$ cat src/design/shhm_pkg.sv
// Shared types and constants for the subsystem heartbeat health monitor.
package shhm_pkg;

    localparam int STATUS_W = 3;
    localparam int CODE_W   = 16;
    localparam int COUNT_W  = 32;
    localparam int TIME_W   = 32;
    localparam int CFG_W    = 16;
    localparam int CFG_IDX_W = 2;

    typedef enum logic [2:0] {
        OP_TICK      = 3'd0,
        OP_HEARTBEAT = 3'd1,
        OP_REPORT    = 3'd2,
        OP_CLEAR     = 3'd3,
        OP_START     = 3'd4,
        OP_STOP      = 3'd5,
        OP_TEST      = 3'd6,
        OP_READ      = 3'd7
    } op_t;

    localparam logic [2:0] ST_UNKNOWN = 3'd0;
    localparam logic [2:0] ST_OK      = 3'd1;
    localparam logic [2:0] ST_WARNING = 3'd2;
    localparam logic [2:0] ST_ERROR   = 3'd3;
    localparam logic [2:0] ST_OFFLINE = 3'd4;

    localparam logic [1:0] MODE_OFF  = 2'd0;
    localparam logic [1:0] MODE_ON   = 2'd1;
    localparam logic [1:0] MODE_SLOW = 2'd2;
    localparam logic [1:0] MODE_FAST = 2'd3;

    localparam logic [1:0] REG_CHECK   = 2'd0;
    localparam logic [1:0] REG_TIMEOUT = 2'd1;
    localparam logic [1:0] REG_BLINK   = 2'd2;
    localparam logic [1:0] REG_TEST    = 2'd3;

    // one subsystem record as held in memory
    typedef struct packed {
        logic [STATUS_W-1:0] status;
        logic [CODE_W-1:0]   fault;
        logic [COUNT_W-1:0]  tally;
        logic [TIME_W-1:0]   beat;
    } sys_rec_t;

    localparam int REC_W = STATUS_W + CODE_W + COUNT_W + TIME_W;

    function automatic logic [1:0] mode_for_status(input logic [2:0] st);
        logic [1:0] m;
        unique case (st)
            ST_OK:      m = MODE_ON;
            ST_WARNING: m = MODE_SLOW;
            ST_ERROR:   m = MODE_FAST;
            ST_OFFLINE: m = MODE_OFF;
            default:    m = MODE_SLOW;
        endcase
        return m;
    endfunction

endpackage

$ cat src/design/shhm_ram.sv
// Generic single-port-write, single-read RAM with registered read data.
module shhm_ram #(
    parameter int WIDTH = 8,
    parameter int DEPTH = 8
) (
    input  logic                     clk,
    input  logic                     we,
    input  logic [$clog2(DEPTH)-1:0] waddr,
    input  logic [WIDTH-1:0]         wdata,
    input  logic [$clog2(DEPTH)-1:0] raddr,
    output logic [WIDTH-1:0]         rdata
);
    logic [WIDTH-1:0] mem [DEPTH];

    always_ff @(posedge clk)
    begin
        if (we)
        begin
            mem[waddr] <= wdata;
        end
        rdata <= mem[raddr];
    end
endmodule

$ cat src/design/subsystem_heartbeat_health_monitor_top.sv
// Top level of the subsystem heartbeat health monitor.
//  channel | direction | handshake              | payload
//  in      | sink      | in_valid / in_stall    | operation, sys_sel, fault_val
//  out     | source    | out_valid / out_stall  | result_code .. test_step
//  cfg     | sink      | cfg_we                 | cfg_index, cfg_data
// Subsystem records live in one RAM; a clearing pass that zeroes every record
// runs after reset, taking no word. A command runs through accept, read,
// modify/write and report; a tick walks all SYSTEMS records through the RAM
// port. One word is worked on at a time; the next word is taken only once
// no result waits stalled in the output register.
module subsystem_heartbeat_health_monitor_top #(
    parameter int SYSTEMS       = 8,
    parameter int TEST_PHASE_MS = 1000
) (
    input  logic        clk,
    input  logic        rst_n,
    input  logic        in_valid,
    output logic        in_stall,
    input  logic [2:0]  operation,
    input  logic [3:0]  sys_sel,
    input  logic [15:0] fault_val,
    output logic        out_valid,
    input  logic        out_stall,
    output logic        result_code,
    output logic [2:0]  system_status,
    output logic [15:0] system_fault_code,
    output logic [31:0] system_fault_count,
    output logic        all_ok,
    output logic [31:0] total_fault_count,
    output logic [31:0] uptime_ms,
    output logic        status_lamp,
    output logic        fault_lamp,
    output logic [7:0]  system_lamps,
    output logic        test_running,
    output logic [3:0]  test_step,
    input  logic        cfg_we,
    input  logic [shhm_pkg::CFG_IDX_W-1:0] cfg_index,
    input  logic [shhm_pkg::CFG_W-1:0]     cfg_data
);
    import shhm_pkg::*;

    localparam int AW    = (SYSTEMS > 1) ? $clog2(SYSTEMS) : 1;
    localparam int LAMPS = SYSTEMS + 2;
    localparam int SHOWN = (SYSTEMS < 8) ? SYSTEMS : 8;
    localparam logic [AW:0] LAST = (AW+1)'(SYSTEMS - 1);
    localparam logic [4:0] PHASE_END = 5'(SYSTEMS + 3);

    typedef enum logic [3:0] {
        S_CLEAR, S_IDLE, S_RD, S_MOD, S_TICK_RD, S_TICK_MOD, S_LAMPS, S_TEST, S_HOLD
    } state_t;

    state_t state_reg;
    logic [15:0] chk_reg, tmo_reg, blink_reg;
    logic        tos_reg;
    logic [2:0]  op_reg;
    logic [3:0]  id_reg;
    logic [15:0] code_reg;
    logic [AW:0] idx_reg;
    logic [31:0] time_reg, last_chk_reg, last_test_reg, sum_reg;
    logic        healthy_reg, ok_acc_reg, do_check_reg;
    logic        test_act_reg;
    logic [4:0]  phase_reg;
    logic [1:0]  mode_reg [LAMPS];
    logic [31:0] tog_reg [LAMPS];
    logic        lvl_reg [LAMPS];
    logic [2:0]  sys_st_reg [SYSTEMS];

    logic        we;
    logic [AW-1:0] waddr, raddr;
    sys_rec_t    wrec, rrec;
    logic        valid_id;

    shhm_ram #(.WIDTH(REC_W), .DEPTH(SYSTEMS)) u_ram (
        .clk(clk), .we(we), .waddr(waddr), .wdata(wrec),
        .raddr(raddr), .rdata(rrec)
    );

    assign valid_id = ({1'b0, id_reg} < 5'(SYSTEMS));
    assign in_stall = !(state_reg == S_IDLE && !(out_valid && out_stall));
    assign raddr    = (state_reg == S_IDLE) ? AW'(sys_sel) :
                      (state_reg == S_RD)   ? id_reg[AW-1:0] : idx_reg[AW-1:0];

    always_comb
    begin
        we    = 1'b0;
        waddr = idx_reg[AW-1:0];
        wrec  = rrec;
        unique case (state_reg)
            S_CLEAR:
            begin
                we = 1'b1;
                wrec = '0;
            end
            S_MOD:
            begin
                waddr = id_reg[AW-1:0];
                if (valid_id)
                begin
                    unique case (op_reg)
                        OP_HEARTBEAT:
                        begin
                            we = 1'b1;
                            wrec.beat = time_reg;
                            if (rrec.status == ST_OFFLINE)
                            begin
                                wrec.status = ST_OK;
                            end
                        end
                        OP_REPORT:
                        begin
                            we = 1'b1;
                            wrec.status = ST_ERROR;
                            wrec.fault  = code_reg;
                            wrec.beat   = time_reg;
                            wrec.tally  = rrec.tally + 32'd1;
                        end
                        OP_CLEAR:
                        begin
                            we = 1'b1;
                            wrec.status = ST_OK;
                            wrec.fault  = '0;
                            wrec.beat   = time_reg;
                        end
                        default: we = 1'b0;
                    endcase
                end
            end
            S_TICK_MOD:
            begin
                if (do_check_reg && ((time_reg - rrec.beat) > {16'd0, tmo_reg}))
                begin
                    we = 1'b1;
                    wrec.status = ST_OFFLINE;
                    wrec.fault  = '0;
                    wrec.beat   = time_reg;
                end
            end
            default: we = 1'b0;
        endcase
    end

    always_ff @(posedge clk or negedge rst_n)
    begin
        if (!rst_n)
        begin
            state_reg     <= S_CLEAR;
            chk_reg       <= 16'd1000;
            tmo_reg       <= 16'd2000;
            blink_reg     <= 16'd500;
            tos_reg       <= 1'b1;
            op_reg        <= '0;
            id_reg        <= '0;
            code_reg      <= '0;
            idx_reg       <= '0;
            time_reg      <= '0;
            last_chk_reg  <= '0;
            last_test_reg <= '0;
            sum_reg       <= '0;
            healthy_reg   <= 1'b0;
            ok_acc_reg    <= 1'b0;
            do_check_reg  <= 1'b0;
            test_act_reg  <= 1'b0;
            phase_reg     <= '0;
            out_valid     <= 1'b0;
            for (int k = 0; k < LAMPS; k++)
            begin
                mode_reg[k] <= MODE_OFF;
                tog_reg[k]  <= '0;
                lvl_reg[k]  <= 1'b0;
            end
            for (int k = 0; k < SYSTEMS; k++)
            begin
                sys_st_reg[k] <= ST_UNKNOWN;
            end
        end
        else
        begin
            if (cfg_we)
            begin
                unique case (cfg_index)
                    REG_CHECK:   chk_reg   <= cfg_data;
                    REG_TIMEOUT: tmo_reg   <= cfg_data;
                    REG_BLINK:   blink_reg <= cfg_data;
                    REG_TEST:    tos_reg   <= cfg_data[0];
                endcase
            end
            if (out_valid && !out_stall && state_reg != S_HOLD)
            begin
                out_valid <= 1'b0;
            end
            unique case (state_reg)
                S_CLEAR:
                begin
                    if (idx_reg == LAST)
                    begin
                        idx_reg   <= '0;
                        state_reg <= S_IDLE;
                    end
                    else
                    begin
                        idx_reg <= idx_reg + 1'b1;
                    end
                end
                S_IDLE:
                begin
                    if (!in_stall && in_valid)
                    begin
                        op_reg   <= operation;
                        id_reg   <= sys_sel;
                        code_reg <= fault_val;
                        idx_reg  <= '0;
                        if (op_t'(operation) == OP_TICK)
                        begin
                            time_reg     <= time_reg + 32'd1;
                            do_check_reg <= ((time_reg + 32'd1 - last_chk_reg)
                                             >= {16'd0, chk_reg});
                            ok_acc_reg   <= 1'b1;
                            state_reg    <= S_TICK_RD;
                        end
                        else
                        begin
                            state_reg <= S_RD;
                        end
                    end
                end
                S_RD: state_reg <= S_MOD;
                S_MOD:
                begin
                    unique case (op_reg)
                        OP_START:
                        begin
                            if (tos_reg)
                            begin
                                test_act_reg <= 1'b1;
                                phase_reg    <= '0;
                            end
                        end
                        OP_STOP: test_act_reg <= 1'b0;
                        OP_TEST:
                        begin
                            test_act_reg <= 1'b1;
                            phase_reg    <= '0;
                        end
                        default: ;
                    endcase
                    if (valid_id && we)
                    begin
                        sys_st_reg[id_reg[AW-1:0]] <= wrec.status;
                        if (op_reg == OP_REPORT)
                        begin
                            sum_reg <= sum_reg + 32'd1;
                        end
                    end
                    state_reg <= S_HOLD;
                end
                S_TICK_RD: state_reg <= S_TICK_MOD;
                S_TICK_MOD:
                begin
                    sys_st_reg[idx_reg[AW-1:0]] <= wrec.status;
                    if (wrec.status != ST_OK)
                    begin
                        ok_acc_reg <= 1'b0;
                    end
                    if (idx_reg == LAST)
                    begin
                        idx_reg   <= '0;
                        state_reg <= S_LAMPS;
                        if (do_check_reg)
                        begin
                            last_chk_reg <= time_reg;
                            healthy_reg  <= ok_acc_reg && (wrec.status == ST_OK);
                        end
                    end
                    else
                    begin
                        idx_reg   <= idx_reg + 1'b1;
                        state_reg <= S_TICK_RD;
                    end
                end
                S_LAMPS:
                begin
                    mode_reg[0] <= healthy_reg ? MODE_ON : MODE_SLOW;
                    mode_reg[1] <= healthy_reg ? MODE_OFF : MODE_FAST;
                    for (int k = 0; k < SYSTEMS; k++)
                    begin
                        mode_reg[k+2] <= mode_for_status(sys_st_reg[k]);
                    end
                    state_reg <= S_TEST;
                end
                S_TEST:
                begin
                    for (int k = 0; k < LAMPS; k++)
                    begin
                        unique case (mode_reg[k])
                            MODE_OFF: lvl_reg[k] <= 1'b0;
                            MODE_ON:  lvl_reg[k] <= 1'b1;
                            default:
                            begin
                                if ((time_reg - tog_reg[k]) >= {16'd0,
                                    (mode_reg[k] == MODE_SLOW) ? blink_reg
                                                               : {1'b0, blink_reg[15:1]}})
                                begin
                                    lvl_reg[k] <= !lvl_reg[k];
                                    tog_reg[k] <= time_reg;
                                end
                            end
                        endcase
                    end
                    if (test_act_reg && ((time_reg - last_test_reg) >= 32'(TEST_PHASE_MS)))
                    begin
                        last_test_reg <= time_reg;
                        if (phase_reg + 5'd1 >= PHASE_END)
                        begin
                            test_act_reg <= 1'b0;
                            phase_reg    <= '0;
                        end
                        else
                        begin
                            phase_reg <= phase_reg + 5'd1;
                        end
                    end
                    state_reg <= S_HOLD;
                end
                S_HOLD:
                begin
                    if (!(out_valid && out_stall))
                    begin
                        out_valid <= 1'b1;
                        state_reg <= S_IDLE;
                    end
                end
                default: state_reg <= S_IDLE;
            endcase
        end
    end

    // result capture: updated record is held in S_MOD/S_TICK_MOD; outputs latch in S_HOLD from that copy
    logic        rc_reg;
    logic [2:0]  st_o_reg;
    logic [15:0] fc_o_reg;
    logic [31:0] cnt_o_reg;
    logic [7:0]  lamps_o;
    sys_rec_t    rec_hold_reg;

    always_ff @(posedge clk)
    begin
        if (state_reg == S_MOD || state_reg == S_TICK_MOD)
        begin
            if (state_reg == S_MOD || idx_reg[AW-1:0] == id_reg[AW-1:0])
            begin
                rec_hold_reg <= wrec;
            end
        end
        if (state_reg == S_HOLD && !(out_valid && out_stall))
        begin
            rc_reg    <= (op_reg == OP_HEARTBEAT || op_reg == OP_REPORT ||
                          op_reg == OP_CLEAR || op_reg == OP_READ) && !valid_id;
            st_o_reg  <= valid_id ? rec_hold_reg.status : '0;
            fc_o_reg  <= valid_id ? rec_hold_reg.fault : '0;
            cnt_o_reg <= valid_id ? rec_hold_reg.tally : '0;
        end
    end

    always_comb
    begin
        lamps_o = '0;
        for (int k = 0; k < SHOWN; k++)
        begin
            lamps_o[k] = lvl_reg[k+2];
        end
    end

    assign result_code        = rc_reg;
    assign system_status      = st_o_reg;
    assign system_fault_code  = fc_o_reg;
    assign system_fault_count = cnt_o_reg;
    assign all_ok             = healthy_reg;
    assign total_fault_count  = sum_reg;
    assign uptime_ms          = time_reg;
    assign status_lamp        = lvl_reg[0];
    assign fault_lamp         = lvl_reg[1];
    assign system_lamps       = lamps_o;
    assign test_running       = test_act_reg;
    assign test_step          = phase_reg[3:0];
endmodule

$ cat config.mk
export PLATFORM = sky130hd
export DESIGN_NAME = subsystem_heartbeat_health_monitor_top
export DESIGN_NICKNAME = d
export VERILOG_FILES = /design/src/design/shhm_pkg.sv /design/src/design/shhm_ram.sv /design/src/design/subsystem_heartbeat_health_monitor_top.sv
export SDC_FILE = /design/constraint.sdc
export NUM_CORES = 2
export LEC_CHECK = 0
export ABC_AREA = 0
export BUFFER_PORTS_ARGS = -buffer_cell sky130_fd_sc_hd__buf_4
export CAP_MARGIN = 20
export CORE_MARGIN = 10
export CORE_UTILIZATION = 28
export DETAILED_ROUTE_END_ITERATION = 16
export HOLD_SLACK_MARGIN = 0.02
export PLACE_DENSITY = 0.47
export SLEW_MARGIN = 20
export SYNTH_ARGS = -nofsm -noshare
export SYNTH_HDL_FRONTEND = slang
export SYNTH_SLANG_ARGS = --single-unit
$ cat constraint.sdc
create_clock -name clk -period 12.7 [get_ports clk]
set_input_delay 1.27 -clock clk [delete_from_list [all_inputs] [get_ports clk]]
set_output_delay 1.27 -clock clk [all_outputs]
set_load 0.02 [all_outputs]
==> run_summary.xml <==
<?xml version="1.0" encoding="UTF-8"?>
<metrics>
  <group name="timing">
    <metric name="setup-violations-final" unit="">0</metric>
    <metric name="fmax" unit="MHz">124</metric>
    <metric name="drv_slew" unit="">0</metric>
    <metric name="worst_slew_pin_slew" unit="ps">1190</metric>
    <metric name="finalHoldViolCount" unit="">0</metric>
    <metric name="setup_total_negative_slack" unit="ps">0</metric>
    <metric name="clock_skew" unit="ps">73.0</metric>
    <metric name="final_critical_path_setup_slack" unit="ps">4660</metric>
    <metric name="hold-worst-slack" unit="ps">442</metric>
    <metric name="rsz0062_at_grt" unit="">no</metric>
    <metric name="slew_headroom" unit="%">20.4</metric>
    <metric name="timing.final.crit_share" unit="%">63.3</metric>
    <metric name="post-route-min-period" unit="ps">8040</metric>
  </group>
  <group name="min_path">
    <metric name="min_path_type" unit="">input pin to async pin</metric>
  </group>
  <group name="clock_network">
    <metric name="ctsHoldBuffers" unit="">0</metric>
    <metric name="post_cts_setup_buffers" unit="">0</metric>
    <metric name="tritoncts_num_sinks" unit="">1440</metric>
    <metric name="clkTransAtPathRegs" unit="ps">60</metric>
    <metric name="tritoncts.num_buffers" unit="">176</metric>
    <metric name="clock_tree.htree_level_count" unit="">4</metric>
    <metric name="cts-root-buf" unit="">sky130_fd_sc_hd__clkbuf_16</metric>
    <metric name="clock_insertion_delay_worst_skew" unit="ps">870</metric>
    <metric name="clock_tree_from_tritoncts" unit="">built</metric>
    <metric name="cts.path.max_buffers" unit="">4</metric>
    <metric name="cts_resized" unit="">0</metric>
  </group>
  <group name="yosys">
    <metric name="synthDistinctLibCells" unit="">102</metric>
    <metric name="share_of_synthesized_flip_flops_with_an_asynchronous_set_or_reset" unit="%">41.0</metric>
    <metric name="synth_enable_flop_cells" unit="">767</metric>
    <metric name="synth_area" unit="sq um">85800</metric>
    <metric name="synth_top_area_share" unit="%">26.9</metric>
    <metric name="syn_inst" unit="">8157</metric>
    <metric name="synth.avg_cell_area" unit="sq um">10.5</metric>
    <metric name="synth_top_flop_cell" unit="">sky130_fd_sc_hd__edfxtp_1</metric>
    <metric name="synth-seq-area-share" unit="%">46.0</metric>
    <metric name="ys_warn_count" unit="">0</metric>
    <metric name="synthesis.nets" unit="">8816</metric>
    <metric name="post-synth-top-area-cell" unit="">sky130_fd_sc_hd__edfxtp_1</metric>
    <metric name="yosys_register_bits" unit="">1440</metric>
    <metric name="yosys-top-cells-area" unit="">sky130_fd_sc_hd__edfxtp_1, sky130_fd_sc_hd__dfrtp_1, sky130_fd_sc_hd__ha_1</metric>
  </group>
  <group name="pwr">
    <metric name="vdd_drop_max" unit="uV">277</metric>
    <metric name="p_switching" unit="mW">7.29</metric>
    <metric name="p_leak" unit="nW">41.4</metric>
    <metric name="p_sw_share" unit="%">37.3</metric>
    <metric name="clock_power_share" unit="%">26.5</metric>
    <metric name="internal_power" unit="mW">12.3</metric>
    <metric name="share_comb_of_total_power" unit="%">38.9</metric>
    <metric name="power_frac_seq" unit="%">34.5</metric>
    <metric name="power_per_cell_area" unit="nW/um^2">199</metric>
    <metric name="overall_power_after_layout" unit="mW">19.6</metric>
  </group>
  <group name="setup_path">
    <metric name="arr_time_crit_path" unit="ps">8470</metric>
    <metric name="critical_path.reg2reg.startpoint" unit="">uptime_ms[1]$_DFFE_PN0P_</metric>
    <metric name="critical_path_required" unit="ps">13130</metric>
    <metric name="endpoint_kind" unit="">flop</metric>
    <metric name="path_max_fanout" unit="">56</metric>
    <metric name="timing.setup.critical_path_class" unit="">flop to flop</metric>
    <metric name="crit_path_start_kind" unit="">flop</metric>
    <metric name="timing.critical_path.from" unit="">uptime_ms[1]$_DFFE_PN0P_</metric>
  </group>
  <group name="routing">
    <metric name="routedWlPerCell" unit="microns">22.3</metric>
    <metric name="drt_first_iter_violations" unit="">4571</metric>
    <metric name="drc_errors" unit="">0</metric>
    <metric name="drt-pass1-iter-count" unit="">5</metric>
    <metric name="viasPerCell" unit="">5.08</metric>
    <metric name="antenna_left" unit="">0</metric>
    <metric name="routed_wl" unit="mm">280</metric>
    <metric name="vias" unit="">63900</metric>
  </group>
  <group name="placed_design">
    <metric name="gp_routability_congestion" unit="">0.853</metric>
    <metric name="buffer_ports.inserted" unit="">179</metric>
    <metric name="dpl_worst_slack" unit="ps">4840</metric>
    <metric name="detailed_place_hpwl" unit="mm">185</metric>
  </group>
  <group name="die">
    <metric name="core" unit="sq um">305000</metric>
    <metric name="die_w" unit="microns">573</metric>
    <metric name="height_of_the_die" unit="microns">573</metric>
    <metric name="io-pin-count" unit="">180</metric>
    <metric name="start_util" unit="%">28.1</metric>
    <metric name="rows" unit="">203</metric>
    <metric name="die_area" unit="sq um">329000</metric>
  </group>
  <group name="finish">
    <metric name="largest_register_ffs" unit="">664</metric>
    <metric name="layout-drive-gt1-share" unit="%">12.7</metric>
    <metric name="final.fill_count" unit="">31200</metric>
    <metric name="final_nets" unit="">8970</metric>
    <metric name="layout.core_utilization" unit="%">32.2</metric>
    <metric name="multi_input_comb_area" unit="sq um">42900</metric>
    <metric name="register_area" unit="sq um">39500</metric>
    <metric name="areaGrowthSynthToFinish" unit="%">14.7</metric>
  </group>
  <group name="global_route">
    <metric name="first_global_vias" unit="">63700</metric>
    <metric name="antenna_found_initial" unit="">21</metric>
    <metric name="grt_max_degree" unit="">170</metric>
    <metric name="globalRouteTotalUtil" unit="%">16.3</metric>
    <metric name="gr-total-overflow" unit="">0</metric>
    <metric name="grt_pass1_wl" unit="mm">417</metric>
  </group>
  <group name="run_status">
    <metric name="outcome" unit="">finished, final reports clean</metric>
  </group>
  <group name="run">
    <metric name="maxCapViolCount" unit="">0</metric>
  </group>
</metrics>
[metal layers]
layer	vias up	GRT usage (%)	share of wire (%)
met1	31700	22.2	46
met2	1518	26.8	46
met3	378	2.43	5.1
li1	30300	-	-
met5	-	0	0.0068
met4	2	5.08	3.1
[layout make-up]
cell class                 instances  share of cell area (%)
sequential                      1440                    40.2
clock buffer                     223                    4.86
multi-input combinational       5779                    43.6
antenna                           16                  0.0407
timing repair buffer             326                    2.70
clock inverter                    97                    1.12
inverter                         588                    2.24
tap                             4100                    5.22
[stage by stage]
step	area, sq um	std cells
after floorplan	85800	8157
after CTS	98100	12500
final	98300	12600
after global placement	92200	12200
after global routing	98300	12600
after detailed placement	92200	12200
[path summary, 6_finish.rpt]
path                            cells past startpoint  slack [ps]                          to
worst max-delay path                               24        4660  u_ram.mem[4][70]$_DFFE_PP_
max in group asynchronous                           4        9390       id_reg[3]$_DFFE_PN0P_
worst max register to register                     24        4660  u_ram.mem[4][70]$_DFFE_PP_
worst min-delay path                                1         440    tog_reg[310]$_DFFE_PN0P_
worst min register to register                      1         470      idx_reg[3]$_DFFE_PN0P_
min in group clk                                    1         470      idx_reg[3]$_DFFE_PN0P_
[critical path, cell delays in order, from the launching register on]
cell                        delay, ps
sky130_fd_sc_hd__dfrtp_2          360
sky130_fd_sc_hd__buf_4            530
sky130_fd_sc_hd__inv_1             90
sky130_fd_sc_hd__buf_4            270
sky130_fd_sc_hd__fa_1             480
sky130_fd_sc_hd__nand2b_1         180
sky130_fd_sc_hd__a21oi_1          260
sky130_fd_sc_hd__o21a_1           240
sky130_fd_sc_hd__nor2_1            80
sky130_fd_sc_hd__o21ai_0          220
sky130_fd_sc_hd__xor2_1           110
sky130_fd_sc_hd__ha_1             280
sky130_fd_sc_hd__nand4_1          140
sky130_fd_sc_hd__nor4_1           420
sky130_fd_sc_hd__nand4_1          190
sky130_fd_sc_hd__o31a_1           180
sky130_fd_sc_hd__a2111oi_0        360
sky130_fd_sc_hd__nand3_1          160
sky130_fd_sc_hd__nor4_1           350
sky130_fd_sc_hd__nand4_1          190
sky130_fd_sc_hd__o41ai_1          860
sky130_fd_sc_hd__a22o_4           750
sky130_fd_sc_hd__nor2_4            60
sky130_fd_sc_hd__buf_4            310
sky130_fd_sc_hd__buf_4            480
[cell usage in the layout (no fill, tap or decap), types with 83 or more instances in the layout]
| cell type | Yosys | final |
|---|---|---|
| sky130_fd_sc_hd__nand2b_1 | 96 | 96 |
| sky130_fd_sc_hd__nor2_1 | 581 | 570 |
| sky130_fd_sc_hd__nor2b_1 | 142 | 142 |
| sky130_fd_sc_hd__nand2_1 | 447 | 447 |
| sky130_fd_sc_hd__dfrtp_1 | 571 | 542 |
| sky130_fd_sc_hd__mux2i_1 | 262 | 262 |
| sky130_fd_sc_hd__nand3_1 | 156 | 152 |
| sky130_fd_sc_hd__a21o_1 | 182 | 182 |
| sky130_fd_sc_hd__o21a_1 | 102 | 102 |
| sky130_fd_sc_hd__a21oi_1 | 633 | 628 |
| sky130_fd_sc_hd__clkbuf_16 | 0 | 178 |
| sky130_fd_sc_hd__ha_1 | 600 | 600 |
| sky130_fd_sc_hd__nand4_1 | 94 | 94 |
| sky130_fd_sc_hd__o211ai_1 | 129 | 129 |
| sky130_fd_sc_hd__nor3_1 | 107 | 107 |
| sky130_fd_sc_hd__mux2_1 | 269 | 269 |
| sky130_fd_sc_hd__xor2_1 | 128 | 128 |
| sky130_fd_sc_hd__buf_4 | 4 | 311 |
| sky130_fd_sc_hd__inv_1 | 574 | 573 |
| sky130_fd_sc_hd__edfxtp_1 | 767 | 767 |
| sky130_fd_sc_hd__dfxtp_1 | 83 | 83 |
| sky130_fd_sc_hd__o21ai_0 | 388 | 382 |
| sky130_fd_sc_hd__xnor2_1 | 200 | 200 |
| sky130_fd_sc_hd__mux2_2 | 304 | 304 |
[cells by family after synthesis]
kind of cell | count (synthesis) | share of synthesized area (%)
fa+ha+maj | 613 | 9.06
mux | 861 | 11.0
simple gates | 1919 | 10.9
flops | 1440 | 46.0
buf+inv | 938 | 4.24
xor+xnor | 328 | 3.35
compound gates | 2058 | 15.4
[Yosys cell counts, drive strengths merged, types with 35 or more instances]
| cell | number |
|---|---|
| a211oi | 56 |
| a21o | 182 |
| a21oi | 633 |
| a22o | 53 |
| a31oi | 64 |
| and3 | 69 |
| buf | 70 |
| clkbuf | 280 |
| dfrtp | 571 |
| dfxtp | 83 |
| edfxtp | 767 |
| ha | 600 |
| inv | 588 |
| mux2 | 599 |
| mux2i | 262 |
| nand2 | 447 |
| nand2b | 96 |
| nand3 | 156 |
| nand4 | 94 |
| nor2 | 581 |
| nor2b | 142 |
| nor3 | 107 |
| o2111ai | 35 |
| o211ai | 129 |
| o21a | 102 |
| o21ai | 439 |
| o21bai | 47 |
| o31ai | 41 |
| xnor2 | 200 |
| xor2 | 128 |
[power by group through the flow]
stage / clock (mW) / sequential [mW] / combinational, mW
floorplan: 0 / 6.70 / 5.40
global placement: 0 / 6.83 / 7.56
detailed placement: 0 / 6.84 / 7.64
CTS: 5.35 / 6.76 / 7.69
global route: 5.54 / 6.84 / 8.47
finish: 5.19 / 6.75 / 7.61
(Power assumes the default switching activity.)
